## config.mk

```make
export PLATFORM = sky130hd
export DESIGN_NAME = trial_division_primality
export DESIGN_NICKNAME = d
export VERILOG_FILES = /design/src/rtl/tdp_pkg.sv /design/src/rtl/trial_division_primality.sv /design/src/rtl/tdp_seq.sv /design/src/rtl/tdp_rem.sv /design/src/rtl/tdp_dpath.sv
export SDC_FILE = /design/constraint.sdc
export NUM_CORES = 1
export LEC_CHECK = 0
export ABC_CLOCK_PERIOD_IN_PS = 5200
export BUFFER_PORTS_ARGS = -buffer_cell sky130_fd_sc_hd__buf_2
export CAP_MARGIN = 20
export CORE_ASPECT_RATIO = 1.75
export CORE_UTILIZATION = 35
export CTS_BUF_LIST = sky130_fd_sc_hd__clkbuf_2 sky130_fd_sc_hd__clkbuf_4 sky130_fd_sc_hd__clkbuf_8
export CTS_CLUSTER_DIAMETER = 120
export DETAILED_ROUTE_END_ITERATION = 7
export SLEW_MARGIN = 30
export SYNTH_ARGS = -nofsm -noshare
export SYNTH_HDL_FRONTEND = slang
export SYNTH_SLANG_ARGS = --single-unit
```

## constraint.sdc

```tcl
create_clock -name clk -period 5.2 [get_ports clk]
set_clock_uncertainty 0.05 [all_clocks]
set_input_delay 1.3 -clock clk [delete_from_list [all_inputs] [get_ports clk]]
set_output_delay 1.3 -clock clk [all_outputs]
set_load 0.02 [all_outputs]
```

## src/rtl/tdp_pkg.sv

```systemverilog
// ============================================================================
// tdp_pkg
// Control word layout, condition codes and the microprogram of the
// trial-division primality sequencer.
// ============================================================================
package tdp_pkg;

  localparam int STEP_W = 3;

  // datapath operations
  localparam logic [1:0] OP_NOP       = 2'd0;
  localparam logic [1:0] OP_DIV_START = 2'd1;
  localparam logic [1:0] OP_NEXT_D    = 2'd2;
  localparam logic [1:0] OP_REPORT    = 2'd3;

  // jump conditions
  localparam logic [2:0] COND_NEVER    = 3'd0;
  localparam logic [2:0] COND_ALWAYS   = 3'd1;
  localparam logic [2:0] COND_NO_START = 3'd2;
  localparam logic [2:0] COND_LT2      = 3'd3;
  localparam logic [2:0] COND_SQ_GT    = 3'd4;
  localparam logic [2:0] COND_DIV_BUSY = 3'd5;
  localparam logic [2:0] COND_REM_NZ   = 3'd6;

  // program steps
  localparam logic [STEP_W-1:0] STEP_IDLE   = 3'd0;
  localparam logic [STEP_W-1:0] STEP_SMALL  = 3'd1;
  localparam logic [STEP_W-1:0] STEP_BOUND  = 3'd2;
  localparam logic [STEP_W-1:0] STEP_DIV    = 3'd3;
  localparam logic [STEP_W-1:0] STEP_WAIT   = 3'd4;
  localparam logic [STEP_W-1:0] STEP_CHECK  = 3'd5;
  localparam logic [STEP_W-1:0] STEP_COMPOS = 3'd6;
  localparam logic [STEP_W-1:0] STEP_PRIME  = 3'd7;

  typedef struct packed {
    logic              idle;
    logic [1:0]        op;
    logic [2:0]        cond;
    logic [STEP_W-1:0] target;
    logic              result;
  } ctrl_t;

  typedef struct packed {
    logic start;
    logic lt2;
    logic sq_gt;
    logic div_busy;
    logic rem_nz;
  } stat_t;

  // microprogram ROM
  function automatic ctrl_t ucode(input logic [STEP_W-1:0] step);
    ctrl_t cw;
    cw = '{idle: 1'b0, op: OP_NOP, cond: COND_NEVER, target: STEP_IDLE, result: 1'b0};
    unique case (step)
      STEP_IDLE: begin
        cw.idle   = 1'b1;
        cw.cond   = COND_NO_START;
        cw.target = STEP_IDLE;
      end
      STEP_SMALL: begin
        cw.cond   = COND_LT2;
        cw.target = STEP_COMPOS;
      end
      STEP_BOUND: begin
        cw.cond   = COND_SQ_GT;
        cw.target = STEP_PRIME;
      end
      STEP_DIV: begin
        cw.op = OP_DIV_START;
      end
      STEP_WAIT: begin
        cw.cond   = COND_DIV_BUSY;
        cw.target = STEP_WAIT;
      end
      STEP_CHECK: begin
        cw.op     = OP_NEXT_D;
        cw.cond   = COND_REM_NZ;
        cw.target = STEP_BOUND;
      end
      STEP_COMPOS: begin
        cw.op     = OP_REPORT;
        cw.cond   = COND_ALWAYS;
        cw.target = STEP_IDLE;
        cw.result = 1'b0;
      end
      STEP_PRIME: begin
        cw.op     = OP_REPORT;
        cw.cond   = COND_ALWAYS;
        cw.target = STEP_IDLE;
        cw.result = 1'b1;
      end
      default: begin
        cw.cond   = COND_ALWAYS;
        cw.target = STEP_IDLE;
      end
    endcase
    return cw;
  endfunction

endpackage

```

## src/rtl/trial_division_primality.sv

```systemverilog
// ============================================================================
// trial_division_primality
// Primality test of one unsigned word by trial division, run by a
// microcoded sequencer over a divisor / remainder datapath.
// ============================================================================
// Usage:
//   A word is taken at a rising edge with start high and busy low; in_number
//   is sampled there. busy then stays high until the answer is out.
//   The answer appears on out_is_prime for exactly one cycle, flagged by
//   out_valid; the receiver cannot stall and must take it then. The next
//   word can be taken in the cycle the answer is shown.
// Search:
//   Numbers below 2 go from the small-number check straight to a composite
//   report. Otherwise divisors 2, 3, 5, 7, ... are tried while d*d <= number;
//   each trial waits on the remainder unit, which retires two dividend bits a
//   cycle. Worst case (a prime near 2^31 at the default width) is about 23170
//   trials; composites stop at their smallest factor.
// Reset:
//   rst_n low (synchronous) returns the sequencer to idle, drops busy and
//   clears out_valid. No other state carries between words.
// ============================================================================
module trial_division_primality #(
  parameter int NUMBER_WIDTH = 31
) (
  input  logic                    clk,
  input  logic                    rst_n,
  input  logic                    start,
  output logic                    busy,
  input  logic [NUMBER_WIDTH-1:0] in_number,
  output logic                    out_valid,
  output logic                    out_is_prime
);
  import tdp_pkg::*;

  ctrl_t ctrl;
  stat_t stat;
  logic  accept;

  // idle step is the only one that takes a new word
  assign busy   = !ctrl.idle;
  assign accept = start && ctrl.idle;

  tdp_seq u_seq (
    .clk   (clk),
    .rst_n (rst_n),
    .stat  (stat),
    .ctrl  (ctrl)
  );

  tdp_dpath #(.W(NUMBER_WIDTH)) u_dpath (
    .clk          (clk),
    .rst_n        (rst_n),
    .load         (accept),
    .in_number    (in_number),
    .ctrl         (ctrl),
    .stat         (stat),
    .out_valid    (out_valid),
    .out_is_prime (out_is_prime)
  );

endmodule

```

## src/rtl/tdp_seq.sv

```systemverilog
// ============================================================================
// tdp_seq
// Step counter and jump logic; fetches one control word per cycle.
// ============================================================================
module tdp_seq (
  input  logic            clk,
  input  logic            rst_n,
  input  tdp_pkg::stat_t  stat,
  output tdp_pkg::ctrl_t  ctrl
);
  import tdp_pkg::*;

  logic [STEP_W-1:0] step_r, step_nxt;
  logic              take;

  assign ctrl = ucode(step_r);

  always_comb begin
    unique case (ctrl.cond)
      COND_NEVER:    take = 1'b0;
      COND_ALWAYS:   take = 1'b1;
      COND_NO_START: take = !stat.start;
      COND_LT2:      take = stat.lt2;
      COND_SQ_GT:    take = stat.sq_gt;
      COND_DIV_BUSY: take = stat.div_busy;
      COND_REM_NZ:   take = stat.rem_nz;
      default:       take = 1'b1;
    endcase
    step_nxt = take ? ctrl.target : step_r + STEP_W'(1);
  end

  always_ff @(posedge clk) begin
    if (!rst_n) begin
      step_r <= STEP_IDLE;
    end else begin
      step_r <= step_nxt;
    end
  end

endmodule

```

## src/rtl/tdp_rem.sv

```systemverilog
// ============================================================================
// tdp_rem
// Iterative remainder unit, two restoring steps (two dividend bits) a cycle.
// ============================================================================
module tdp_rem #(
  parameter int W  = 31,
  parameter int DW = 18
) (
  input  logic          clk,
  input  logic          rst_n,
  input  logic          start,
  input  logic [W-1:0]  dividend,
  input  logic [DW-1:0] divisor,
  output logic          busy,
  output logic          rem_zero
);
  localparam int ITER = (W + 1) / 2;
  localparam int NP   = 2 * ITER;
  localparam int CW   = $clog2(ITER + 1);

  logic [NP-1:0] sh_r;
  logic [DW-1:0] r_r, r_nxt;
  logic [CW-1:0] cnt_r;

  always_comb begin
    logic [DW:0] dv, t1, t2;
    dv = {1'b0, divisor};
    t1 = {r_r, sh_r[NP-1]};
    if (t1 >= dv) t1 = t1 - dv;
    t2 = {t1[DW-1:0], sh_r[NP-2]};
    if (t2 >= dv) t2 = t2 - dv;
    r_nxt = t2[DW-1:0];
  end

  always_ff @(posedge clk) begin
    if (!rst_n) begin
      cnt_r <= '0;
    end else if (start) begin
      cnt_r <= CW'(ITER);
    end else if (busy) begin
      cnt_r <= cnt_r - CW'(1);
    end
  end

  always_ff @(posedge clk) begin
    if (start) begin
      sh_r <= NP'(dividend);
      r_r  <= '0;
    end else if (busy) begin
      sh_r <= {sh_r[NP-3:0], 2'b00};
      r_r  <= r_nxt;
    end
  end

  assign busy     = (cnt_r != '0);
  assign rem_zero = (r_r == '0);

endmodule

```

## src/rtl/tdp_dpath.sv

```systemverilog
// ============================================================================
// tdp_dpath
// Number, divisor and divisor-squared registers, bound compare and the
// result register, driven by the sequencer's control word.
// ============================================================================
module tdp_dpath #(
  parameter int W = 31
) (
  input  logic            clk,
  input  logic            rst_n,
  input  logic            load,
  input  logic [W-1:0]    in_number,
  input  tdp_pkg::ctrl_t  ctrl,
  output tdp_pkg::stat_t  stat,
  output logic            out_valid,
  output logic            out_is_prime
);
  import tdp_pkg::*;

  localparam int DW = (W + 1) / 2 + 2;
  localparam int SW = W + 2;

  logic [W-1:0]  n_r;
  logic [DW-1:0] d_r;
  logic [SW-1:0] sq_r;
  logic          valid_r, prime_r;
  logic          div_busy, rem_zero;

  // d steps 2, 3, 5, 7, ...; sq tracks d*d
  always_ff @(posedge clk) begin
    if (load) begin
      n_r  <= in_number;
      d_r  <= DW'(2);
      sq_r <= SW'(4);
    end else if (ctrl.op == OP_NEXT_D) begin
      if (d_r == DW'(2)) begin
        d_r  <= DW'(3);
        sq_r <= SW'(9);
      end else begin
        d_r  <= d_r + DW'(2);
        sq_r <= sq_r + (SW'(d_r) << 2) + SW'(4);
      end
    end
  end

  tdp_rem #(.W(W), .DW(DW)) u_rem (
    .clk      (clk),
    .rst_n    (rst_n),
    .start    (ctrl.op == OP_DIV_START),
    .dividend (n_r),
    .divisor  (d_r),
    .busy     (div_busy),
    .rem_zero (rem_zero)
  );

  always_ff @(posedge clk) begin
    if (!rst_n) begin
      valid_r <= 1'b0;
    end else begin
      valid_r <= (ctrl.op == OP_REPORT);
    end
  end

  always_ff @(posedge clk) begin
    if (ctrl.op == OP_REPORT) prime_r <= ctrl.result;
  end

  assign stat.start    = load;
  assign stat.lt2      = (n_r < W'(2));
  assign stat.sq_gt    = (sq_r > SW'(n_r));
  assign stat.div_busy = div_busy;
  assign stat.rem_nz   = !rem_zero;

  assign out_valid    = valid_r;
  assign out_is_prime = prime_r;

endmodule

```

After elaboration in Yosys (flattened, before gate mapping)
Index checks and enable logic that the tools add are counted.
W data, S select, Z words.

storage, ports and cells
  register bits = 142
  latch bits = 0
  bits in writable memories = 0
  ROM bits = 0
  input bits = 34
  output and inout port bits = 3
  memories = 0

operators by class
  $add $sub $neg = 7
  multiply operators = 0
  divide/modulo/power cells = 0
  magnitude comparators = 4
  eq/ne operators = 16
  shift operators = 0
  muxes and demuxes = 14
  bitwise logic cells = 1
  reductions and logical operators = 11

operators by type and width
  kind                     number
  $mux W31                 2
  $mux W18                 3
  $ge A19 B18 Y1           2
  $pmux W6 S6              1
  $sub A18 B18 Y18         2
  $add A33 B20 Y33         1
  $add A33 B3 Y33 const B  1
  $gt A33 B31 Y1           1
  $mux W33                 1
  $lt A31 B2 Y1 const B    1
  $eq A3 B3 Y1 const B     7
  $add A18 B2 Y18 const B  1
  $eq A18 B2 Y1 const B    1
  $logic_not A18 Y1        1
  $eq A3 B2 Y1 const B     4
  $mux W5                  2
  $logic_not A3 Y1         2
  $pmux W1 S6              1
  $pmux W2 S3              1
  $reduce_bool A5 Y1       1
  $sub A5 B1 Y5 const B    1
  $eq A2 B2 Y1 const B     2
  $reduce_or A2 Y1         2
  $add A3 B1 Y3 const B    1
  8 further kinds          11

Depth between registers and ports, before layout
Gate-level depths: netlist (run 1).

  word-level depth = 6
  depth in mapped cells = 21
  depth with buffers taken out = 19

By module
From an unflattened synthesis (run 1), not the netlist that was laid out.

unflattened totals
  cells, all modules = 1079
  area total of the unflattened synthesis = 9969.6 um2

by module, submodules not included
  module                    times used  cells each  area an instance (um2)  sequential area each (um2)
  tdp_dpath                 1           512         4848.4                  1961.9
  tdp_rem                   1           509         4673.2                  1411.4
  tdp_seq                   1           56          437.9                   60.1
  trial_division_primality  1           2           10.0                    0.0

Worst setup path before layout (run 1)
No wires, ideal clock.

  path type = register to register
  start = register u_dpath.d_r[1]
  end = register u_dpath.u_rem.r_r[10]
  setup time = 0.125 ns
  data arrival time = 4.614 ns
  required time = 5.025 ns
  setup slack = 0.411 ns
  stages on the path, launching flop included = 21
  buffers on the path = 3
  path through = dfxtp_1 inv_1 ha_1 nor2b_1 o31a_1 o2111ai_1 a21o_2 a41oi_2 buf_2 mux2_2 ha_1 a21o_1 a21oi_1 a21oi_1 o21ai_0 a21o_2 o311ai_0 buf_4 buf_4 a32oi_1 o21ai_0

on the way
  cells in the longest elaborated chain, start to end = 4

ends and longest elaborated chain
  what                                                line             RTL
  start, declared                                     tdp_dpath.sv:24  logic [DW-1:0] d_r;
  start signal, assigned                              tdp_dpath.sv:40  d_r <= d_r + DW'(2);
  $sub A18 B18 Y18 or $ge A19 B18 Y1 (tied branches)  tdp_rem.sv:29    if (t1 >= dv) t1 = t1 - dv;
  $mux W18                                            tdp_rem.sv:29
  $sub A18 B18 Y18 or $ge A19 B18 Y1 (tied branches)  tdp_rem.sv:31    if (t2 >= dv) t2 = t2 - dv;
  $mux W18 *                                          tdp_rem.sv:31
  end signal, assigned                                tdp_rem.sv:51    r_r <= r_nxt;
  end, declared                                       tdp_rem.sv:22    logic [DW-1:0] r_r, r_nxt;

Mark *: on every way between the ends. The rest lies on a longest branch, timed or not.
A chain may end at the register's enable or synchronous reset.

Final worst setup path (run 1)
  start = register u_dpath.d_r[4]
  end = register u_dpath.u_rem.r_r[16]

Same word-level chain as after synthesis.

==> impl_metrics.yaml, run 1 <==
status:
  status: "finished, final reports clean"
timing:
  final.setup.tns_ns: 0
  max_slew.worst_pin.slew_ns: 0.8459
  finalHoldViolCount: 0
  min_period_ns: 4.879
  fmax_ghz: 0.2050
  timing.hold.ws_ns: 0.4135
  finalCritPeriodShare: 0.9383
  setup_viol_count_final: 0
  grt_setup_unrepaired: "false"
  worst_slew_margin_rel: 0.4347
  maxSlewViolCount: 0
clock_tree:
  clkSinkCount: 140
  post_cts_hold_buffer_count: 0
  clk_path_buf_depth: 2
  cts_inserted_buffers: 17
  htreeDepth: 4
  tritoncts_clock_tree: "done"
  clk_pin_slew_worst_paths_ns: 0.09
  clock_insertion_delay_worst_skew_ns: 0.46
  clk_root_buffer_cell: "sky130_fd_sc_hd__clkbuf_8"
logic_synthesis:
  ys_seq_area_frac: 0.3612
  ys.warnings.count: 0
  mappedNetlistArea_um2: 9505
  synth.largest_area_cell: "sky130_fd_sc_hd__edfxtp_1"
  synth_area_per_cell_um2: 9.122
  syn_inst: 1042
  ys_types: 68
  synth_flop_cell: "sky130_fd_sc_hd__dfxtp_1"
  synth_area_leaders: "sky130_fd_sc_hd__edfxtp_1 20%, sky130_fd_sc_hd__dfxtp_1 16%, sky130_fd_sc_hd__ha_1 15%"
  synth-seq-cells: 140
  netlist.area_leader.share: 0.1990
  synth_nets: 1190
  postSynth.asyncResetShare: 0
  edff_count_synth: 63
global_route:
  grt_start_max_net_pins: 59
  all_layer_gr_usage: 0.1949
  grt_pass1_vias: 7924
  antenna_violations_before_repair: 0
  grt-ovfl-total: 0
  wire_length_of_the_first_global_routing_pass_um: 41070
floorplanning:
  placementRows: 79
  initial_core_util: 0.3575
  die_width_um: 126.6
  die-area_um2: 27850
  dieHeight_um: 220.0
  core-area_um2: 26590
  num_io_pins: 37
pwr:
  static-leakage-power_nw: 4.602
  peakVddDrop_mv: 0.3170
  cellPowerDensity_nw_per_um2: 712.1
  fin_total_pwr_mw: 7.518
flow_run:
  max_cap_viol_count: 0
setup_path:
  timing.reg2reg.setup_slack_ns: 0.32
  worstPathCellList: "inv_1 -> ha_1 -> o211a_1 -> o31a_1 -> o2111ai_1 -> a21o_2 -> a41oi_2 -> buf_12 -> mux2_2 -> ha_1 -> nor2b_1 -> o31a_1 -> o41a_1 -> o211ai_1 -> a31oi_1 -> xor2_1 -> nand3_1 -> o211ai_1"
  worst_setup_path_end_kind: "register"
  arrival_ns: 5.20
  setup.worst_path.start_class: "register"
  critical_path_class: "reg -> reg"
  path_max_fanout: 12
  timing.critical_path.slowest_cell_delay_ns: 0.43
  critical_path_required_ns: 5.53
  slowest_stage: "sky130_fd_sc_hd__ha_1"
final_layout:
  sequential_cell_area_um2: 3433
  multiInputGateArea_um2: 5700
  antennaDiodeCount: 0
  finish.net_count: 1235
  layout.filler_cells: 2644
  area.growth.synth_to_final_pct: 11.07
  final_layout_size_suffix_gt1_frac: 0.1145
  layout_commonest_cell: "sky130_fd_sc_hd__ha_1"
  layout_common_cells: "111 x sky130_fd_sc_hd__ha_1, 89 x sky130_fd_sc_hd__nand2_1, 84 x sky130_fd_sc_hd__o21ai_0"
routing:
  first_pass_iters: 6
  route.final.wire_length_um: 25800
  drc_markers: 0
  antenna_left: 0
  detailedRoute.firstIterationViolations: 430
  vias_per_cell: 5.524
  avgRoutedWirePerCell_um: 18.12
  via_count: 7866
placed_design:
  rd_place_congestion: 0.9560
  io_buffers: 36
  dp.final_hpwl_um: 20490
min_path:
  min-delay-path-class: "reg -> reg"
==> metal layers <==
layer / up-vias / GRT usage / wire (um)
met5: - / 0 / 0
met4: 0 / 0.1534 / 1938
met3: 88 / 0.02695 / 615
met2: 190 / 0.3746 / 13980
met1: 3697 / 0.1837 / 9267
li1: 3891 / - / -
==> where the power goes <==
part / total, mW / internal, mW / switching (mW)
Clock: 0.880 / 0.430 / 0.449
Sequential: 1.81 / 1.59 / 0.219
Combinational: 4.82 / 2.07 / 2.76
Total: 7.52 / 4.09 / 3.43
==> worst paths after layout <==
check,to,from,cells past startpoint
worst min-delay path,u_dpath.u_rem.sh_r[31]$_SDFFE_PP0P_,u_dpath.u_rem.sh_r[31]$_SDFFE_PP0P_,2
worst max register to register,u_dpath.u_rem.r_r[16]$_SDFFE_PP0P_,u_dpath.d_r[4]$_SDFFE_PP0P_,18
worst max-delay path,u_dpath.u_rem.r_r[16]$_SDFFE_PP0P_,u_dpath.d_r[4]$_SDFFE_PP0P_,18
worst min register to register,u_dpath.u_rem.sh_r[31]$_SDFFE_PP0P_,u_dpath.u_rem.sh_r[31]$_SDFFE_PP0P_,2
==> area by class of cell <==
cell class	count	share of cell area
inverters	71	0.02524
clock buffers	18	0.02287
flip-flops and latches	140	0.3252
multi-input cells	800	0.5399
clock inverters	14	0.01398
repair buffers	57	0.03437
well taps	324	0.03840
==> synthesized netlist by cell type (7+ instances only) <==
master	number
sky130_fd_sc_hd__a21o_1	31
sky130_fd_sc_hd__a21oi_1	70
sky130_fd_sc_hd__a22oi_1	7
sky130_fd_sc_hd__a31oi_1	9
sky130_fd_sc_hd__and2_1	8
sky130_fd_sc_hd__and3_1	7
sky130_fd_sc_hd__clkbuf_1	26
sky130_fd_sc_hd__dfxtp_1	77
sky130_fd_sc_hd__edfxtp_1	63
sky130_fd_sc_hd__ha_1	111
sky130_fd_sc_hd__inv_1	70
sky130_fd_sc_hd__mux2_2	15
sky130_fd_sc_hd__mux2i_1	23
sky130_fd_sc_hd__nand2_1	89
sky130_fd_sc_hd__nand2b_1	15
sky130_fd_sc_hd__nand3_1	16
sky130_fd_sc_hd__nand3b_1	8
sky130_fd_sc_hd__nand4_1	18
sky130_fd_sc_hd__nor2_1	69
sky130_fd_sc_hd__nor2b_1	9
sky130_fd_sc_hd__nor3_1	23
sky130_fd_sc_hd__nor4_1	18
sky130_fd_sc_hd__o211ai_1	10
sky130_fd_sc_hd__o21a_1	13
sky130_fd_sc_hd__o21ai_0	85
sky130_fd_sc_hd__or3_1	8
sky130_fd_sc_hd__xnor2_1	51
sky130_fd_sc_hd__xor2_1	10
==> critical path: cells and delay by family (launching register included) <==
family,cells,cell delay (ns)
buffers and inverters,2,0.32
AND/OR/NAND/NOR,2,0.27
XOR/XNOR,1,0.22
flip-flops,1,0.41
AO/OA/AOI/OAI,10,2.39
multiplexers,1,0.35
adder cells (fa/ha/maj),2,0.77
==> per-stage QoR <==
step	setup slack (ns)	area, um^2	util	cells
global route	0.06518	10560	0.3971	1424
floorplan	0.4108	9505	-	1042
detailed placement	0.02961	10150	0.3818	1392
finish	0.3209	10560	0.3971	1424
CTS	0.1687	10540	0.3964	1424
global placement	0.1414	10150	0.3816	1392
==> flip-flops by register name, indices dropped and copies added, names as in the netlist <==
register and flops:
u_dpath.sq_r 32, u_dpath.u_rem.sh_r 32, u_dpath.n_r 31, u_dpath.u_rem.r_r 18, u_dpath.d_r 17, u_dpath.u_rem.cnt_r 5, u_seq.step_r 3, u_dpath.out_is_prime 1
u_dpath.out_valid 1
==> kinds of logic after synthesis <==
logic type / count (synthesis) / synth area share
and+or+nand+nor: 308 / 0.1599
muxes: 39 / 0.04357
xor gates and xnor gates: 61 / 0.05621
adders and majority gates: 114 / 0.1524
DFF: 140 / 0.3612
AOI/OAI and AO/OA: 278 / 0.1845
buffers and inverters: 102 / 0.04212
==> repair_timing <==
action / CTS / global route
pin swaps: 0 / 0
resized for setup: 1 / 3
endpoints found under the setup margin: 1 / 16
setup buffers: 0 / 0
No activity file was read; power rests on OpenSTA's default activity.
==> inputs of run 2 (changes only) <==
==> constraint.sdc (replaced) <==
create_clock -name clk -period 5.2 [get_ports clk]
set_clock_uncertainty 0.05 [all_clocks]
set_input_delay 0.26 -clock clk [delete_from_list [all_inputs] [get_ports clk]]
set_output_delay 0.26 -clock clk [all_outputs]
set_load 0.02 [all_outputs]
==> impl_metrics.yaml, run 2 (synthesis gave the netlist of run 1 again) <==
global_route:
  wire_length_of_the_first_global_routing_pass_um: 41980
  grt_pass1_vias: 8253
  grt-ovfl-total: 0
  all_layer_gr_usage: 0.1977
  grt_start_max_net_pins: 59
  antenna_violations_before_repair: 0
status:
  status: "finished, final reports clean"
final_layout:
  reg_top3: "u_dpath.sq_r (32), u_dpath.u_rem.sh_r (32), u_dpath.n_r (31)"
  layout_commonest_cell: "sky130_fd_sc_hd__ha_1"
  layout.filler_cells: 2599
  antennaDiodeCount: 0
  finish.net_count: 1267
  finish.instance_area_um2: 10910
  final_layout_size_suffix_gt1_frac: 0.1122
  layout_common_cells: "111 x sky130_fd_sc_hd__ha_1, 89 x sky130_fd_sc_hd__nand2_1, 84 x sky130_fd_sc_hd__o21ai_0"
  area.growth.synth_to_final_pct: 14.81
timing:
  finalHoldViolCount: 0
  maxSlewViolCount: 0
  finalCritPeriodShare: 0.9418
  timing.hold.ws_ns: 0.05481
  min_period_ns: 4.897
  max_slew.worst_pin.slew_ns: 0.9132
  worst_slew_margin_rel: 0.3912
  fmax_ghz: 0.2042
  final.setup.tns_ns: 0
  worst_slack_ns: 0.3026
  grt_setup_unrepaired: "false"
  setup_viol_count_final: 0
setup_path:
  slowest_stage: "sky130_fd_sc_hd__fa_1"
  crit_family: "compound AO/OA/AOI/OAI gates"
  timing.reg2reg.setup_slack_ns: 0.30
  worst_setup_path_end_kind: "register"
  startpoint_of_the_worst_register_to_register_path: "u_dpath.d_r[4]$_SDFFE_PP0P_"
  critical_path_required_ns: 5.54
  timing.critical_path.slowest_cell_delay_ns: 0.44
  critical_path_class: "reg -> reg"
  arrival_ns: 5.23
  cp.buffers_inverters: 3
  setup.worst_path.start_class: "register"
  worstPathCellList: "inv_1 -> ha_1 -> o211a_1 -> o31a_1 -> o2111ai_1 -> a21o_2 -> a41oi_2 -> buf_12 -> mux2i_1 -> inv_1 -> fa_1 -> nor2b_1 -> o31a_1 -> o41a_1 -> o211ai_1 -> a31oi_1 -> xor2_1 -> nand3_1 -> o211ai_1"
  crit-reg2reg-capture: "u_dpath.u_rem.r_r[16]$_SDFFE_PP0P_"
  path_max_fanout: 12
  worst_r2r_path_depth: 19
placed_design:
  dp.final_hpwl_um: 20620
  place_ws_ns: 0.01911
  rd_place_congestion: 0.9562
  io_buffers: 36
  place_area_um2: 10150
routing:
  met3WireLength_um: 575
  vias_per_cell: 5.475
  drc_markers: 0
  via_count: 7971
  route.final.wire_length_um: 26140
  first_pass_iters: 5
  avgRoutedWirePerCell_um: 17.95
  wirelength_met1_um: 9261
  detailedRoute.firstIterationViolations: 376
  antenna_left: 0
  met2_length_um: 14600
  top_signal_layer_used: "met4"
clock_tree:
  htreeDepth: 4
  clk_root_buffer_cell: "sky130_fd_sc_hd__clkbuf_8"
  clk_path_buf_depth: 2
  clkSinkCount: 140
  cts_inserted_buffers: 17
  tritoncts_clock_tree: "done"
  clk_pin_slew_worst_paths_ns: 0.09
  clock_insertion_delay_worst_skew_ns: 0.47
floorplanning:
  core-area_um2: 26590
  placementRows: 79
  dieHeight_um: 220.0
  die-area_um2: 27850
  die_width_um: 126.6
  num_io_pins: 37
  initial_core_util: 0.3575
pwr:
  fin_total_pwr_mw: 7.627
  peakVddDrop_mv: 0.3062
  static-leakage-power_nw: 4.773
  cellPowerDensity_nw_per_um2: 698.9
min_path:
  hold_path_depth: 3
  worst_hold_end: "u_seq.step_r[1]$_SDFF_PN0_"
  hold_start: "rst_n"
  min-delay-path-class: "in -> reg"
flow_run:
  max_cap_viol_count: 0
==> run 2: cell count changes in the layout (fill, tap and decap cells not counted), sizes merged <==
cell | previous run | this run
clkinvlp | 6 | 2
clkinv | 6 | 4
bufinv | 2 | 3
clkbuf | 18 | 22
dlygate4sd3 | 0 | 31
inv | 71 | 72
buf | 57 | 58
==> run 2: per-layer routing <==
layer / vias to the layer above / track usage
li1: 3951 / -
met4: 0 / 0.1454
met1: 3783 / 0.1848
met5: - / 0
met3: 73 / 0.02185
met2: 164 / 0.3904
==> run 2: stage by stage <==
stage | cells | util
floorplan | 1042 | -
global placement | 1392 | 0.3816
detailed placement | 1392 | 0.3818
CTS | 1455 | 0.4095
global route | 1456 | 0.4104
finish | 1456 | 0.4104
==> run 2: where the power goes <==
part           switching [mW]  internal [mW]  leakage (nW)
sequential              0.213           1.60          1.25
combinational            2.75           2.10          3.31
clock                   0.438          0.523         0.217
total                    3.41           4.22          4.77
==> run 2: repair_timing <==
action                                  CTS  global route
endpoints found under the setup margin    3            18
hold buffers                             31             0
gates resized for setup                   1             3
setup buffers                             0             1
pin swaps                                 0             1
endpoints found under the hold margin    31             0
==> run 2: tightest hold or removal path, stage by stage <==
cell and delay [ns]:
sky130_fd_sc_hd__buf_2 0.15, sky130_fd_sc_hd__nand2_1 0.06, sky130_fd_sc_hd__o21ai_0 0.06
==> run 2: how the worst max path moves through the flow <==
stage,from,endpoint,slack [ns],depth (start not counted)
finish,u_dpath.d_r[4]$_SDFFE_PP0P_,u_dpath.u_rem.r_r[16]$_SDFFE_PP0P_,0.30,19
global route,u_dpath.d_r[4]$_SDFFE_PP0P_,u_dpath.u_rem.r_r[16]$_SDFFE_PP0P_,0.03,19
CTS,u_dpath.d_r[4]$_SDFFE_PP0P_,u_dpath.u_rem.r_r[2]$_SDFFE_PP0P_,0.16,19
detailed placement,u_dpath.d_r[4]$_SDFFE_PP0P_,u_dpath.u_rem.r_r[2]$_SDFFE_PP0P_,0.02,19
global placement,u_dpath.d_r[4]$_SDFFE_PP0P_,u_dpath.u_rem.r_r[15]$_SDFFE_PP0P_,0.14,18
floorplan,u_dpath.d_r[1]$_SDFFE_PP1P_,u_dpath.u_rem.r_r[10]$_SDFFE_PP0P_,0.41,20
==> run 2: final cells by class <==
type                       count  area, um^2  share of cell area
clock buffer                  22       290.3             0.02660
clock inverter                10       136.4             0.01250
inverter                      71       266.5             0.02442
multi-input combinational    800        5700              0.5224
sequential                   140        3433              0.3146
tap                          324       405.4             0.03715
timing repair buffer          89       680.7             0.06237
